--- config.mk ---
export PLATFORM = sky130hd
export DESIGN_NAME = slcan_command_parser_core
export DESIGN_NICKNAME = d
export VERILOG_FILES = /design/src/design/slcan_pkg.sv /design/src/design/slcan_ctrl.sv /design/src/design/slcan_dp.sv /design/src/design/slcan_command_parser_core.sv
export SDC_FILE = /design/constraint.sdc
export NUM_CORES = 1
export LEC_CHECK = 0
export ABC_AREA = 1
export BUFFER_PORTS_ARGS = -buffer_cell sky130_fd_sc_hd__buf_2
export CAP_MARGIN = 15
export CORE_UTILIZATION = 50
export CTS_CLUSTER_DIAMETER = 80
export DETAILED_ROUTE_END_ITERATION = 8
export PLACE_DENSITY_LB_ADDON = 0.1
export SLEW_MARGIN = 20
export SYNTH_ARGS = -nofsm -noshare
export SYNTH_HDL_FRONTEND = slang
export SYNTH_SLANG_ARGS = --single-unit
export TNS_END_PERCENT = 30
--- constraint.sdc ---
create_clock -name i_clk -period 9.6 [get_ports i_clk]
set_input_delay 0.96 -clock i_clk [delete_from_list [all_inputs] [get_ports i_clk]]
set_output_delay 0.96 -clock i_clk [all_outputs]
set_load 0.02 [all_outputs]
--- src/design/slcan_pkg.sv ---
// Shared types, character codes and reply codes for the ASCII CAN command parser.
// Used by slcan_ctrl, slcan_dp and slcan_command_parser_core; no dependencies.

package slcan_pkg;

    localparam logic [7:0] CH_CR    = 8'h0D;
    localparam logic [7:0] CH_LF    = 8'h0A;
    localparam logic [7:0] CH_OPEN  = 8'h4F; // 'O'
    localparam logic [7:0] CH_CLOSE = 8'h43; // 'C'
    localparam logic [7:0] CH_SPEED = 8'h53; // 'S'
    localparam logic [7:0] CH_VER   = 8'h56; // 'V'
    localparam logic [7:0] CH_SER   = 8'h4E; // 'N'
    localparam logic [7:0] CH_STD   = 8'h74; // 't'
    localparam logic [7:0] CH_EXT   = 8'h54; // 'T'

    localparam logic [2:0] REPLY_OK      = 3'd0;
    localparam logic [2:0] REPLY_BELL    = 3'd1;
    localparam logic [2:0] REPLY_VERSION = 3'd2;
    localparam logic [2:0] REPLY_SERIAL  = 3'd3;
    localparam logic [2:0] REPLY_ACK_STD = 3'd4;
    localparam logic [2:0] REPLY_ACK_EXT = 3'd5;

    localparam logic [3:0] MAX_DLC = 4'd8;

    // Commands from the controller to the datapath.
    typedef struct packed {
        logic wr;      // store a character of the line
        logic start;   // line end seen: clear decode state, latch link flag
        logic step;    // read the next stored character
        logic finish;  // load the result register and empty the line
    } t_ctrl_cmd;

    // Status from the datapath to the controller.
    typedef struct packed {
        logic eol;       // current input byte ends a line
        logic empty;     // no characters held
        logic last;      // read pointer is at the final stored character
        logic out_free;  // result register can take a new beat
    } t_dp_status;

    // Hex digit decode: bit 4 set when the character is a valid digit.
    function automatic logic [4:0] digit_value(input logic [7:0] ch);
        logic [4:0] res;
        res = 5'd0;
        if (ch >= 8'h30 && ch <= 8'h39) begin
            res = {1'b1, 4'(ch - 8'h30)};
        end else if (ch >= 8'h61 && ch <= 8'h66) begin
            res = {1'b1, 4'(ch - 8'h57)};
        end else if (ch >= 8'h41 && ch <= 8'h46) begin
            res = {1'b1, 4'(ch - 8'h37)};
        end
        return res;
    endfunction

endpackage

--- src/design/slcan_ctrl.sv ---
// Controller state machine of the command parser: accepts bytes and sequences
// the walk over the stored line. Depends on slcan_pkg.

module slcan_ctrl (
    input  logic                   i_clk,
    input  logic                   i_rst_n,
    input  logic                   i_in_valid,
    output logic                   o_in_stall,
    input  slcan_pkg::t_dp_status  i_status,
    output slcan_pkg::t_ctrl_cmd   o_cmd
);

    typedef enum logic [1:0] {
        ST_IDLE,
        ST_WALK,
        ST_DRAIN,
        ST_FIN
    } t_state;

    t_state r_state, n_state;
    logic   accept;

    assign o_in_stall = (r_state != ST_IDLE);
    assign accept     = i_in_valid && !o_in_stall;

    always_comb begin
        o_cmd   = '0;
        n_state = r_state;
        unique case (r_state)
            ST_IDLE: begin
                o_cmd.wr    = accept && !i_status.eol;
                o_cmd.start = accept && i_status.eol && !i_status.empty;
                if (o_cmd.start) begin
                    n_state = ST_WALK;
                end
            end
            ST_WALK: begin
                o_cmd.step = 1'b1;
                if (i_status.last) begin
                    n_state = ST_DRAIN;
                end
            end
            // The last read returns here and is decoded at the end of this cycle.
            ST_DRAIN: begin
                n_state = ST_FIN;
            end
            ST_FIN: begin
                o_cmd.finish = i_status.out_free;
                if (i_status.out_free) begin
                    n_state = ST_IDLE;
                end
            end
            default: begin
                n_state = ST_IDLE;
            end
        endcase
    end

    always_ff @(posedge i_clk) begin
        if (!i_rst_n) begin
            r_state <= ST_IDLE;
        end else begin
            r_state <= n_state;
        end
    end

`ifndef SYNTHESIS
    a_finish_needs_slot : assert property (@(posedge i_clk) disable iff (!i_rst_n)
        o_cmd.finish |-> i_status.out_free)
        else $error("result loaded while the output register is occupied");

    a_start_walks : assert property (@(posedge i_clk) disable iff (!i_rst_n)
        o_cmd.start |=> (r_state == ST_WALK) && o_cmd.step)
        else $error("line end did not begin the walk");

    a_no_write_busy : assert property (@(posedge i_clk) disable iff (!i_rst_n)
        (r_state != ST_IDLE) |-> !o_cmd.wr && !o_cmd.start)
        else $error("character taken while a line is being decoded");

    a_walk_ends_drain : assert property (@(posedge i_clk) disable iff (!i_rst_n)
        (r_state == ST_WALK) && i_status.last |=> (r_state == ST_DRAIN) && !o_cmd.step)
        else $error("walk overran the stored line");
`endif

endmodule

--- src/design/slcan_dp.sv ---
// Datapath of the command parser: line store, character decode registers,
// channel flag and the result register. Depends on slcan_pkg.

module slcan_dp #(
    parameter int LINE_SLOTS = 32
) (
    input  logic                   i_clk,
    input  logic                   i_rst_n,
    input  slcan_pkg::t_ctrl_cmd   i_cmd,
    output slcan_pkg::t_dp_status  o_status,
    input  logic [7:0]             i_rx_byte,
    input  logic                   i_link_ok,
    output logic                   o_out_valid,
    input  logic                   i_out_stall,
    output logic [2:0]             o_reply_kind,
    output logic                   o_channel_is_open,
    output logic                   o_tx_valid,
    output logic                   o_tx_extended,
    output logic [28:0]            o_tx_ident,
    output logic [3:0]             o_tx_length,
    output logic [63:0]            o_tx_payload
);

    localparam int DEPTH = LINE_SLOTS - 1;
    localparam int AW    = $clog2(DEPTH);
    localparam int CW    = $clog2(LINE_SLOTS);

    logic [7:0]    mem [DEPTH];
    logic [7:0]    r_rd_data;
    logic [CW-1:0] r_count;
    logic [CW-1:0] r_pos;
    logic [CW-1:0] r_rd_pos;
    logic          r_proc;
    logic          r_open;
    logic          r_link;
    logic [7:0]    r_cmd;
    logic          r_ext;
    logic          r_err;
    logic [28:0]   r_ident;
    logic [3:0]    r_dlc;
    logic [63:0]   r_payload;

    logic          r_out_valid;
    logic [2:0]    r_reply;
    logic          r_out_open;
    logic          r_txv;
    logic          r_txe;
    logic [28:0]   r_tx_ident;
    logic [3:0]    r_tx_len;
    logic [63:0]   r_tx_payload;

    logic          full;
    logic [4:0]    dv;
    logic [7:0]    pos8;
    logic [7:0]    ndig8;
    logic [7:0]    base8;
    logic [7:0]    data_end8;
    logic [7:0]    count8;
    logic [3:0]    nib_idx;
    logic [5:0]    nib_off;
    logic          is_frame;
    logic          frame_ok;
    logic [2:0]    n_reply;
    logic          n_open;

    assign full = (r_count == CW'(DEPTH));

    assign o_status.eol      = (i_rx_byte == slcan_pkg::CH_CR) ||
                               (i_rx_byte == slcan_pkg::CH_LF);
    assign o_status.empty    = (r_count == '0);
    assign o_status.last     = (r_pos == r_count - CW'(1));
    assign o_status.out_free = !r_out_valid || !i_out_stall;

    // Line store: written while characters arrive, read one entry a cycle
    // during the walk.
    always_ff @(posedge i_clk) begin
        if (i_cmd.wr && !full) begin
            mem[r_count[AW-1:0]] <= i_rx_byte;
        end
        if (i_cmd.step) begin
            r_rd_data <= mem[r_pos[AW-1:0]];
        end
    end

    always_comb begin
        dv        = slcan_pkg::digit_value(r_rd_data);
        pos8      = 8'(r_rd_pos);
        ndig8     = r_ext ? 8'd8 : 8'd3;
        base8     = ndig8 + 8'd2;
        data_end8 = base8 + {3'b000, r_dlc, 1'b0};
        count8    = 8'(r_count);
        nib_idx   = 4'(pos8 - base8);
        // Byte i sits at bits 8i+7..8i; the first digit of a pair is the high nibble.
        nib_off   = {nib_idx[3:1], ~nib_idx[0], 2'b00};
    end

    always_comb begin
        is_frame = (r_cmd == slcan_pkg::CH_STD) || (r_cmd == slcan_pkg::CH_EXT);
        frame_ok = is_frame && !r_err && r_open &&
                   (count8 >= base8) && (count8 >= data_end8);
        n_open   = r_open;
        unique case (r_cmd)
            slcan_pkg::CH_OPEN: begin
                if (r_open) begin
                    n_reply = slcan_pkg::REPLY_OK;
                end else if (r_link) begin
                    n_reply = slcan_pkg::REPLY_OK;
                    n_open  = 1'b1;
                end else begin
                    n_reply = slcan_pkg::REPLY_BELL;
                end
            end
            slcan_pkg::CH_CLOSE: begin
                n_reply = slcan_pkg::REPLY_OK;
                n_open  = 1'b0;
            end
            slcan_pkg::CH_SPEED: n_reply = slcan_pkg::REPLY_OK;
            slcan_pkg::CH_VER:   n_reply = slcan_pkg::REPLY_VERSION;
            slcan_pkg::CH_SER:   n_reply = slcan_pkg::REPLY_SERIAL;
            slcan_pkg::CH_STD, slcan_pkg::CH_EXT: begin
                if (frame_ok && r_link) begin
                    n_reply = r_ext ? slcan_pkg::REPLY_ACK_EXT : slcan_pkg::REPLY_ACK_STD;
                end else begin
                    n_reply = slcan_pkg::REPLY_BELL;
                end
            end
            default: n_reply = slcan_pkg::REPLY_BELL;
        endcase
    end

    // Control state.
    always_ff @(posedge i_clk) begin
        if (!i_rst_n) begin
            r_count     <= '0;
            r_open      <= 1'b0;
            r_proc      <= 1'b0;
            r_out_valid <= 1'b0;
        end else begin
            r_proc <= i_cmd.step;
            if (i_cmd.finish) begin
                r_count     <= '0;
                r_open      <= n_open;
                r_out_valid <= 1'b1;
            end else begin
                if (i_cmd.wr && !full) begin
                    r_count <= r_count + CW'(1);
                end
                if (!i_out_stall) begin
                    r_out_valid <= 1'b0;
                end
            end
        end
    end

    // Decode registers, filled as the stored characters come back in order.
    always_ff @(posedge i_clk) begin
        if (i_cmd.start) begin
            r_pos     <= '0;
            r_link    <= i_link_ok;
            r_err     <= 1'b0;
            r_ident   <= '0;
            r_dlc     <= '0;
            r_payload <= '0;
        end else begin
            if (i_cmd.step) begin
                r_pos    <= r_pos + CW'(1);
                r_rd_pos <= r_pos;
            end
            if (r_proc) begin
                if (pos8 == 8'd0) begin
                    r_cmd <= r_rd_data;
                    r_ext <= (r_rd_data == slcan_pkg::CH_EXT);
                end else if (pos8 <= ndig8) begin
                    r_ident <= {r_ident[24:0], dv[3:0]};
                    if (!dv[4]) begin
                        r_err <= 1'b1;
                    end
                end else if (pos8 == ndig8 + 8'd1) begin
                    r_dlc <= dv[3:0];
                    if (!dv[4] || (dv[3:0] > slcan_pkg::MAX_DLC)) begin
                        r_err <= 1'b1;
                    end
                end else if (pos8 < data_end8) begin
                    r_payload[nib_off +: 4] <= dv[3:0];
                    if (!dv[4]) begin
                        r_err <= 1'b1;
                    end
                end
            end
        end
    end

    // Result register payload.
    always_ff @(posedge i_clk) begin
        if (i_cmd.finish) begin
            r_reply      <= n_reply;
            r_out_open   <= n_open;
            r_txv        <= frame_ok;
            r_txe        <= frame_ok && r_ext;
            r_tx_ident   <= frame_ok ? r_ident : '0;
            r_tx_len     <= frame_ok ? r_dlc : '0;
            r_tx_payload <= frame_ok ? r_payload : '0;
        end
    end

    assign o_out_valid       = r_out_valid;
    assign o_reply_kind      = r_reply;
    assign o_channel_is_open = r_out_open;
    assign o_tx_valid        = r_txv;
    assign o_tx_extended     = r_txe;
    assign o_tx_ident        = r_tx_ident;
    assign o_tx_length       = r_tx_len;
    assign o_tx_payload      = r_tx_payload;

endmodule

--- src/design/slcan_command_parser_core.sv ---
// Top level of the ASCII CAN command parser: joins the controller and the datapath.
// Depends on slcan_pkg, slcan_ctrl and slcan_dp.
//
//   channel | direction | handshake              | fields
//   --------+-----------+------------------------+------------------------------------------
//   in      | host in   | i_in_valid/o_in_stall  | rx_byte, link_ok
//   out     | reply out | o_out_valid/i_out_stall| reply_kind, channel_is_open, tx_* fields
//
// A character that does not end a line, or an empty line end, is taken without leaving idle.
// A line end that follows stored characters is taken, then the line store is read entry by entry
// (one port, one entry a cycle), the last character is decoded and the result register is
// loaded; the input is stalled during the reads, the decode and the load.
// The load waits while a previous reply is still stalled, which stretches the input stall.
// Reset clears the line count, the channel flag and the result valid; the store
// needs no clearing because only entries below the count are read.

module slcan_command_parser_core #(
    parameter int LINE_SLOTS = 32
) (
    input  logic        i_clk,
    input  logic        i_rst_n,
    input  logic        i_in_valid,
    output logic        o_in_stall,
    input  logic [7:0]  i_rx_byte,
    input  logic        i_link_ok,
    output logic        o_out_valid,
    input  logic        i_out_stall,
    output logic [2:0]  o_reply_kind,
    output logic        o_channel_is_open,
    output logic        o_tx_valid,
    output logic        o_tx_extended,
    output logic [28:0] o_tx_ident,
    output logic [3:0]  o_tx_length,
    output logic [63:0] o_tx_payload
);

    slcan_pkg::t_ctrl_cmd  cmd;
    slcan_pkg::t_dp_status status;

    slcan_ctrl u_ctrl (
        .i_clk      (i_clk),
        .i_rst_n    (i_rst_n),
        .i_in_valid (i_in_valid),
        .o_in_stall (o_in_stall),
        .i_status   (status),
        .o_cmd      (cmd)
    );

    slcan_dp #(
        .LINE_SLOTS (LINE_SLOTS)
    ) u_dp (
        .i_clk             (i_clk),
        .i_rst_n           (i_rst_n),
        .i_cmd             (cmd),
        .o_status          (status),
        .i_rx_byte         (i_rx_byte),
        .i_link_ok         (i_link_ok),
        .o_out_valid       (o_out_valid),
        .i_out_stall       (i_out_stall),
        .o_reply_kind      (o_reply_kind),
        .o_channel_is_open (o_channel_is_open),
        .o_tx_valid        (o_tx_valid),
        .o_tx_extended     (o_tx_extended),
        .o_tx_ident        (o_tx_ident),
        .o_tx_length       (o_tx_length),
        .o_tx_payload      (o_tx_payload)
    );

endmodule

==> Yosys cells after proc, flatten, opt, wreduce, memory -nomap -nowiden <==
Memory sizes are Yosys's and may differ from the RTL's. A register that Yosys moved wholly into a read port is not among the register bits.
Index checks and enable logic that the tools add are counted.
Widths: inputs -> output; s select.
{ "op_classes": {"n_reduce_logical": 41, "bitwise_logic": 6, "n_shift": 2, "n_mux": 29, "addsub": 11, "eq_ne": 21, "n_lt_le_gt_ge": 11} }
{ "ops": {"columns": ["op", "count"], "rows": [
  ["$bwmux 64", 1],
  ["$eq 8x7->1 const B", 8],
  ["$shift 4x8->64 const A", 1],
  ["$shiftx 4x8->64", 1],
  ["$eq 8x4->1 const B", 2],
  ["$ge 5x8->1", 2],
  ["$ge 8x7->1 const B", 2],
  ["$le 8x7->1 const B", 2],
  ["$mux 1", 15],
  ["$mux 5", 3],
  ["$pmux 3 s5", 1],
  ["$logic_and 1x1->1", 14],
  ["$add 5x1->5 const B", 2],
  ["$reduce_and 3->1", 3],
  ["$add 8x1->8 const B", 1],
  ["$add 8x5->8", 1],
  ["$eq 5x8->1", 1],
  ["$ge 8x6->1 const B", 1],
  ["$le 8x6->1 const B", 1],
  ["$logic_not 1->1", 8],
  ["$logic_not 8->1", 1],
  ["$lt 5x8->1", 1],
  ["$mux 2", 4],
  ["$neg 6->8", 1],
  ["other kinds (28)", 44]
]} }
{ "word_totals": {"ramBits": 248, "out_inout_bits": 105, "mem_count": 1, "wordCells": 143, "regBits": 231} }
{ "memory_table": {"columns": ["name", "words", "word_bits", "read_ports", "rd_ports_with_merged_regs", "write_ports", "line", "source"], "rows": [
  ["u_dp.mem", 31, 8, 1, 1, 1, "slcan_dp.sv:28", "logic [7:0] mem [DEPTH];"]
]} }

==> Longest topological paths before layout <==
Gate-level depths: netlist of the first run.
{ "logic_depth": {"depth_word": 10, "ltp_mapped": 17, "depth_no_buf": 17} }

==> Hierarchy <==
Synthesis of the first run repeated with hierarchy kept, for this count alone.
{ "unflattened": {"cells_unflattened": 1985, "hier_area_um2": 20483.4} }
{ "modules_own_cells": {"columns": ["module", "cells_each", "n_inst", "area_each_um2"], "rows": [
  ["slcan_dp", 1949, 1, 20254.4],
  ["slcan_ctrl", 36, 1, 229.0]
]} }

==> Worst setup path after synthesis of the first run <==
No wires, ideal clock.
{ "synth_timing": {"path_kind": "input -> register", "start": "in i_out_stall", "end": "reg u_dp.r_out_open (netlist: u_dp.o_channel_is_open) (enable)", "arrival_time_ns": 3.121, "required_time_ns": 9.143, "path_stages": 3, "setup_slack_ns": 6.022, "cell_sequence": "nand2_1 -> nand2_1 -> inv_1"} }
{ "synth_lines": {"columns": ["item", "line", "source"], "rows": [
  ["from (decl)", "slcan_command_parser_core.sv:27", "input logic i_out_stall,"],
  ["to (signal assigned)", "slcan_dp.sv:197", "r_out_open <= n_open;"],
  ["to (decl)", "slcan_dp.sv:45", "logic r_out_open;"]
]} }

==> Worst setup path in the final report of the first run <==
{ "layout_timing": {"start": "reg u_dp.r_ext", "end": "reg u_dp.r_payload[33]"} }
{ "layout_between": {"elab_chain_cells": 7} }
{ "layout_rtl": {"columns": ["item", "line", "source"], "rows": [
  ["from (decl)", "slcan_dp.sv:37", "logic r_ext;"],
  ["from (signal assigned)", "slcan_dp.sv:172", "r_ext <= (r_rd_data == slcan_pkg::CH_EXT);"],
  ["$mux 4 *", "slcan_dp.sv:88", "ndig8 = r_ext ? 8'd8 : 8'd3;"],
  ["$add 4x2->5", "slcan_dp.sv:89", "base8 = ndig8 + 8'd2;"],
  ["$sub 4x4->4", "slcan_dp.sv:92", "nib_idx = 4'(pos8 - base8);"],
  ["$not 1->1", "slcan_dp.sv:94", "nib_off = {nib_idx[3:1], ~nib_idx[0], 2'b00};"],
  ["$neg 6->8", "slcan_dp.sv:184", "r_payload[nib_off +: 4] <= dv[3:0];"],
  ["$shiftx 4x8->64 / $shift 4x8->64 (equally long branches)", "slcan_dp.sv:184", null],
  ["$bwmux 64", "slcan_dp.sv:184", null],
  ["to (signal, indexed assignment)", "slcan_dp.sv:184", null],
  ["to (decl)", "slcan_dp.sv:41", "logic [63:0] r_payload;"]
]} }
Every way passes the cells marked *; elsewhere a longest branch is shown, timed or not.
A chain may end at the register's enable or synchronous reset.

==> reports/results.ini, run 1 <==
[status]
status=complete, no violations

[clock_tree]
clock_latency_ps=580
clk_pin_slew_ps=60
cts_setup_buffers=0
cts_buffers=49
holdBufCountCts=0
cts_tree=built
cts.root.buffer_cell=clkbuf_16
htreeDepth=2
cts_max_path_buffers=3
cts_resized=0
clkSinkCount=487

[worst_hold_path]
hold_class=reg2reg

[critical_path]
startpoint=u_dp.r_ext$_DFFE_PP_
crit_arrival_ps=4090
worst_r2r_endpoint=u_dp.r_payload[33]$_SDFFE_PP0P_
rrSetupSlack_ps=5970
worstReg2RegStart=u_dp.r_ext$_DFFE_PP_
end_kind=flop
crit_required_ps=10070
crit_path_end=u_dp.r_payload[33]$_SDFFE_PP0P_
worstRegToRegCells=12
startpoint_type=flop
crit_fanout=22
crit_type=reg2reg

[sta]
maxSlewHeadroom_pct=31.7
fin_crit_ps=3630
rsz0062_at_grt=no
worst_pin_slew_ps=1020
hold_viol=0
slew_viol_final=0
max_freq_ghz=0.276
fin_crit_sh_pct=37.8
setup_viol=0
setup_tns_ps=0
finClkSkew_ps=13.3

[route]
vias=13331
drtPass1Iterations=5
vias_per_cell=5.33
first_iter_violations=803
postRouteAntennaNets=0
totalWireLength_um=44600
wl_per_cell_um=17.8
drc=0

[global_route]
antenna_found_initial=0
grt_pass1_wl_um=69700
grt_pass1_vias=12656
overflow=0
track_usage_pct=22.0
grt_max_degree=102

[cells_and_area]
areaGrowthSynthToFinish_pct=12.1
n_antenna_cell=0
nNetsFinal=2001
utilization_pct=57.5
layout-drive-gt1-share_pct=12.5
fill_cells=3281

[synth]
netlist_area_um2=20000
yosysTopAreaCell=edfxtp_1
synth_edf_count=374
synthDistinctLibCells=47
synth.most_common_cell=edfxtp_1
yosys-top-cells-count=edfxtp_1, nor2_1, o21ai_0
synth.area.top_cells=edfxtp_1, dfxtp_1, nor2_1, o21ai_0, inv_1
ys_seq_elements=487
ys_dominant_reg_cell=edfxtp_1
syn_nets=1912
ys_seq_area_share_pct=67.3
synth_top_area_share_pct=56.0
syn_inst=1861
postSynthAreaPerCell_um2=10.8
ys_warn_count=0
async_reset_ff_share_pct=0

[die]
die_w_um=202
die_h_um=202
rows=72
start_util_pct=51.3
io_pins=118
dieArea_um2=40900
core_area_um2=39100

[flow_run]
drv_cap=0

[placement]
place_congestion=0.845
dpl.hpwl_um=27400
io_buffers=117

[pwr]
powerDensity_nw_per_um2=275
ir_drop_uv=196
leakagePower_nw=8.56
p_total_mw=6.19

-- placed cells by master, fill, tap and decap left out, types with 2 or more instances in the layout --
master	instances
clkinv_1	10
clkinv_2	8
a31oi_1	5
inv_2	15
a211oi_1	3
nor4_1	3
inv_4	2
a221oi_1	2
clkbuf_16	49
clkbuf_1	12
dfxtp_4	2
nor2_1	354
edfxtp_1	374
nor3_1	16
buf_2	117
nand2_1	173
o21ai_0	196
ha_1	36
fa_1	2
or2_2	4
a21oi_1	100
xor2_1	8
o221ai_1	26
inv_1	174
o22ai_1	20
nor2_2	7
o21ai_1	16
dfxtp_1	110
nand2_2	14
nand3_1	69
nand4_1	12
a21boi_0	2
nor2_4	6
bufinv_16	2
a32o_1	2
clkinvlp_4	3
o211ai_1	5
buf_4	9
-- power breakdown --
group	switching (mW)	internal [mW]	leakage [nW]
sequential	0.240	2.57	4.41
clock	0.770	0.995	0.704
combinational	1.13	0.493	3.44
-- cell families (layout without fill, tap and decap cells) --
logic type               Yosys count  count (layout)  synth area share, %
buffers and inverters            281             404                 5.50
AND/OR/NAND/NOR                  663             663                 13.8
flip-flops                       487             487                 67.3
XOR/XNOR                          10              10                0.474
adder cells (fa/ha/maj)           38              38                 2.45
AO/OA/AOI/OAI                    382             382                 10.5
-- layer usage --
layer  global-route usage, %  vias to the layer above  wire length, µm
met5                       0                        -                0
met3                    2.90                       76             2070
met2                    37.7                      342            21800
li1                        -                     6543                -
met1                    28.8                     6370            19600
met4                    7.52                        0             1140
-- critical path: stages, from the launching register on --
cell	delay, ps
edfxtp_1	580
inv_1	310
ha_1	360
a21oi_1	50
o21ai_0	180
xor2_1	310
ha_1	290
nand3_1	120
o211ai_2	120
nor2_4	490
nand3_1	380
o21ai_0	260
nor2_1	60
-- final cells by class --
| class | count | area (µm²) | share of cell area (%) |
|---|---|---|---|
| Timing Repair Buffer | 127 | 681 | 3.03 |
| Sequential cell | 487 | 13500 | 60.1 |
| Tap cell | 518 | 648 | 2.88 |
| Multi-Input combinational cell | 1093 | 5460 | 24.3 |
| Clock buffer | 62 | 1280 | 5.72 |
| Clock inverter | 23 | 165 | 0.735 |
| Inverter | 192 | 726 | 3.23 |
-- through the flow --
stage / hold slack (ps) / instances / instance area [µm²] / setup slack, ps
2_1_floorplan: 406 / 1861 / 20000 / 6020
3_3_place_gp: 440 / 2416 / 21000 / 5830
3_5_place_dp: 435 / 2416 / 21000 / 5780
4_1_cts: 449 / 2501 / 22400 / 5990
5_1_grt: 461 / 2502 / 22500 / 5590
6_report: 449 / 2502 / 22500 / 5970
-- sequential cells by signal, summed over array words and instances (netlist names), 5 cells and up --
| register | flops |
|---|---|
| u_dp.mem | 248 |
| u_dp.o_tx_payload | 64 |
| u_dp.r_payload | 64 |
| u_dp.o_tx_ident | 29 |
| u_dp.r_ident | 29 |
| u_dp.r_cmd | 8 |
| u_dp.r_rd_data | 8 |
| u_dp.r_count | 5 |
| u_dp.r_pos | 5 |
| u_dp.r_rd_pos | 5 |
-- worst min-delay path by stage --
stage                                      startpoint                          to  slack (ps)  depth (start not counted)
after global placement    u_dp.r_rd_data[7]$_DFFE_PP_     u_dp.r_cmd[7]$_DFFE_PP_         440                          0
after global routing      u_dp.r_rd_data[7]$_DFFE_PP_     u_dp.r_cmd[7]$_DFFE_PP_         460                          0
final                     u_dp.r_rd_data[7]$_DFFE_PP_     u_dp.r_cmd[7]$_DFFE_PP_         450                          0
after CTS                 u_dp.r_rd_data[7]$_DFFE_PP_     u_dp.r_cmd[7]$_DFFE_PP_         450                          0
after detailed placement  u_dp.r_rd_data[7]$_DFFE_PP_     u_dp.r_cmd[7]$_DFFE_PP_         440                          0
after floorplan            u_dp.r_pos[3]$_SDFFE_PP0P_  u_dp.r_rd_pos[3]$_DFFE_PP_         410                          0
No activity file was read; power rests on OpenSTA's default activity.
==> inputs of run 2 (changes only) <==
- clock period: 9.6 -> 3.43 ns (I/O delays scaled with it)
==> run 2 against run 1 <==
  * Routed wire length up 3.3%
  * Setup slack worse by 5700 ps
  * Global-route usage up 0.73 points
  * Die area unchanged
  * Final area up 3.2%
  * Sequential cell count unchanged
  * Critical path depth up 3
==> reports/results.ini, run 2 (same netlist as run 1, synthesis figures left out) <==
[status]
status=complete, no violations  ; unchanged

[pwr]
clkPwrFrac_pct=30.0  ; was 28.5%
leakagePower_nw=8.98  ; was 8.56 nW
p_int_mw=11.9  ; was 4.05 mW
p_seq_share_pct=42.3  ; was 45.3%
power.switching_mw=6.15  ; was 2.13 mW
ir_drop_uv=442  ; was 196 µV
switching_share_pct=34.1  ; was 34.5%
powerDensity_nw_per_um2=779  ; was 275 nW/µm²
comb_power_share_pct=27.6  ; was 26.1%

[critical_path]
end_kind=flop  ; unchanged
slowest_delay_ps=470  ; was 580 ps
crit_fanout=13  ; was 22
worst_r2r_endpoint=u_dp.r_payload[55]$_SDFFE_PP0P_  ; was u_dp.r_payload[33]$_SDFFE_PP0P_
crit_arrival_ps=3630  ; was 4090 ps
crit_path_end=u_dp.r_payload[55]$_SDFFE_PP0P_  ; was u_dp.r_payload[33]$_SDFFE_PP0P_
crit_type=reg2reg  ; unchanged
crit_slowest_cell=edfxtp_1  ; unchanged
startpoint_type=flop  ; unchanged
crit_chain=ha_1 -> inv_1 -> fa_1 -> or2_1 -> nand2_1 -> ha_1 -> a21oi_1 -> o21ai_0 -> nand3_1 -> o211ai_2 -> nor2_4 -> buf_12 -> nand2_2 -> o21ai_0 -> a21oi_1  ; was inv_1 -> ha_1 -> a21oi_1 -> o21ai_0 -> xor2_1 -> ha_1 -> nand3_1 -> o211ai_2 -> nor2_4 -> nand3_1 -> o21ai_0 -> nor2_1
worstRegToRegCells=15  ; was 12
worstReg2RegStart=u_dp.r_ext$_DFFE_PP_  ; unchanged
rrSetupSlack_ps=280  ; was 5970 ps
crit_required_ps=3910  ; was 10070 ps
startpoint=u_dp.r_ext$_DFFE_PP_  ; unchanged

[global_route]
antenna_found_initial=0  ; unchanged
top_usage_layer=met2  ; unchanged
track_usage_pct=22.7  ; was 22.0%
overflow=0  ; unchanged
grt_pass1_wl_um=72200  ; was 69700 µm
use_met1_pct=30.0  ; was 28.8%
grt_pass1_vias=13168  ; was 12656
grt_max_degree=84  ; was 102
use_met2_pct=38.1  ; was 37.7%
met3_usage_pct=3.08  ; was 2.90%

[die]
rows=72  ; unchanged
start_util_pct=51.3  ; unchanged
core_area_um2=39100  ; unchanged
die_h_um=202  ; unchanged
io_pins=118  ; unchanged
die_w_um=202  ; unchanged
dieArea_um2=40900  ; unchanged

[clock_tree]
cts_buffers=50  ; was 49
cts_max_path_buffers=3  ; unchanged
cts.root.buffer_cell=clkbuf_16  ; unchanged
htreeDepth=2  ; unchanged
clock_latency_ps=590  ; was 580 ps
clk_pin_slew_ps=60  ; about the same
cts_setup_buffers=0  ; unchanged
clkSinkCount=487  ; unchanged
cts_tree=built  ; unchanged

[flow_run]
drv_cap=0  ; unchanged

[route]
wl_per_cell_um=17.9  ; was 17.8 µm
vias_per_cell=5.33  ; about the same
vias=13674  ; was 13331
first_iter_violations=922  ; was 803
drtPass1Iterations=7  ; was 5
postRouteAntennaNets=0  ; unchanged
totalWireLength_um=46100  ; was 44600 µm
drc=0  ; unchanged

[sta]
setup_tns_ps=0  ; unchanged
max_freq_ghz=0.317  ; was 0.276 GHz
slew_viol_final=0  ; unchanged
worst_pin_slew_ps=906  ; was 1020 ps
rsz0062_at_grt=no  ; unchanged
hold_slack_ps=31.1  ; was 449 ps
setup_viol=0  ; unchanged
fin_crit_sh_pct=92.0  ; was 37.8%
finClkSkew_ps=19.0  ; was 13.3 ps
maxSlewHeadroom_pct=39.5  ; was 31.7%
fin_ws_ps=275  ; was 5970 ps
hold_viol=0  ; unchanged
fin_crit_ps=3150  ; was 3630 ps

[placement]
place_inst=2476  ; was 2416
place_congestion=0.840  ; was 0.845
io_buffers=117  ; unchanged
pre_cts_slack_ps=127  ; was 5780 ps
dpl.hpwl_um=29400  ; was 27400 µm

[worst_hold_path]
hold_class=in2reg  ; was reg2reg
whs_path_depth=3  ; was 0

[cells_and_area]
nNetsFinal=2062  ; was 2001
final_common_cell=edfxtp_1  ; unchanged
final_cell_count_no_fill=2567  ; was 2502
utilization_pct=59.3  ; was 57.5%
layout-drive-gt1-share_pct=15.4  ; was 12.5%
layout_common_cells=edfxtp_1, nor2_1, o21ai_0  ; unchanged
areaGrowthSynthToFinish_pct=15.7  ; was 12.1%
largest_register_ffs=248  ; unchanged
n_antenna_cell=0  ; unchanged

==> run 2: repair_timing <==
item / in CTS / in global routing
hold buffers: 1 / 0
resized for setup: 0 / 1
endpoints found under the hold margin: 1 / 0
endpoints found under the setup margin: 0 / 3
==> run 2: worst max-delay path, delay by kind of cell, from the launching register on <==
family	cells	cell delay (ps)
simple gates	5	880
fa+ha+maj	3	840
compound gates	5	590
flops	1	470
buf+inv	2	250
==> run 2: metrics by stage <==
| step | power (mW) | area [µm²] |
|---|---|---|
| floorplan | 11.0 | 20000 |
| global placement | 12.6 | 21500 |
| detailed placement | 12.7 | 21500 |
| CTS | 18.2 | 23200 |
| global route | 19.0 | 23200 |
| finish | 18.1 | 23200 |
==> run 2: worst min-delay path by stage <==
stage                                             start                            end  slack (ps)
final                                           i_rst_n         u_dp.r_proc$_SDFF_PN0_          30
after global routing                            i_rst_n         u_dp.r_proc$_SDFF_PN0_          30
after global placement    u_dp.r_ident[27]$_SDFFE_PP0P_  u_dp.r_ident[27]$_SDFFE_PP0P_         440
after detailed placement    u_dp.r_rd_data[7]$_DFFE_PP_        u_dp.r_cmd[7]$_DFFE_PP_         440
after CTS                                       i_rst_n         u_dp.r_proc$_SDFF_PN0_           4
after floorplan              u_dp.r_pos[3]$_SDFFE_PP0P_     u_dp.r_rd_pos[3]$_DFFE_PP_         410
==> run 2: power groups by stage <==
stage | Clock [mW] | Combinational [mW] | Sequential (mW)
after floorplan | 0 | 3.36 | 7.66
after detailed placement | 0 | 4.95 | 7.76
final | 5.42 | 4.99 | 7.64
after global routing | 5.74 | 5.54 | 7.73
after CTS | 5.53 | 4.99 | 7.64
after global placement | 0 | 4.88 | 7.74
==> run 2: routing by layer <==
metal / wire [µm] / share of wire, %
met5: 0 / 0
met4: 1360 / 2.9
met3: 2170 / 4.7
met2: 22400 / 49
met1: 20100 / 44
==> run 2: layout make-up <==
cell class / instances / area (µm²)
Clock inverter: 30 / 284
Timing Repair Buffer: 187 / 1200
Inverter: 192 / 726
Fill cell: 3346 / 15900
Tap cell: 518 / 648
Sequential cell: 487 / 13500
Clock buffer: 60 / 1360
Multi-Input combinational cell: 1093 / 5470
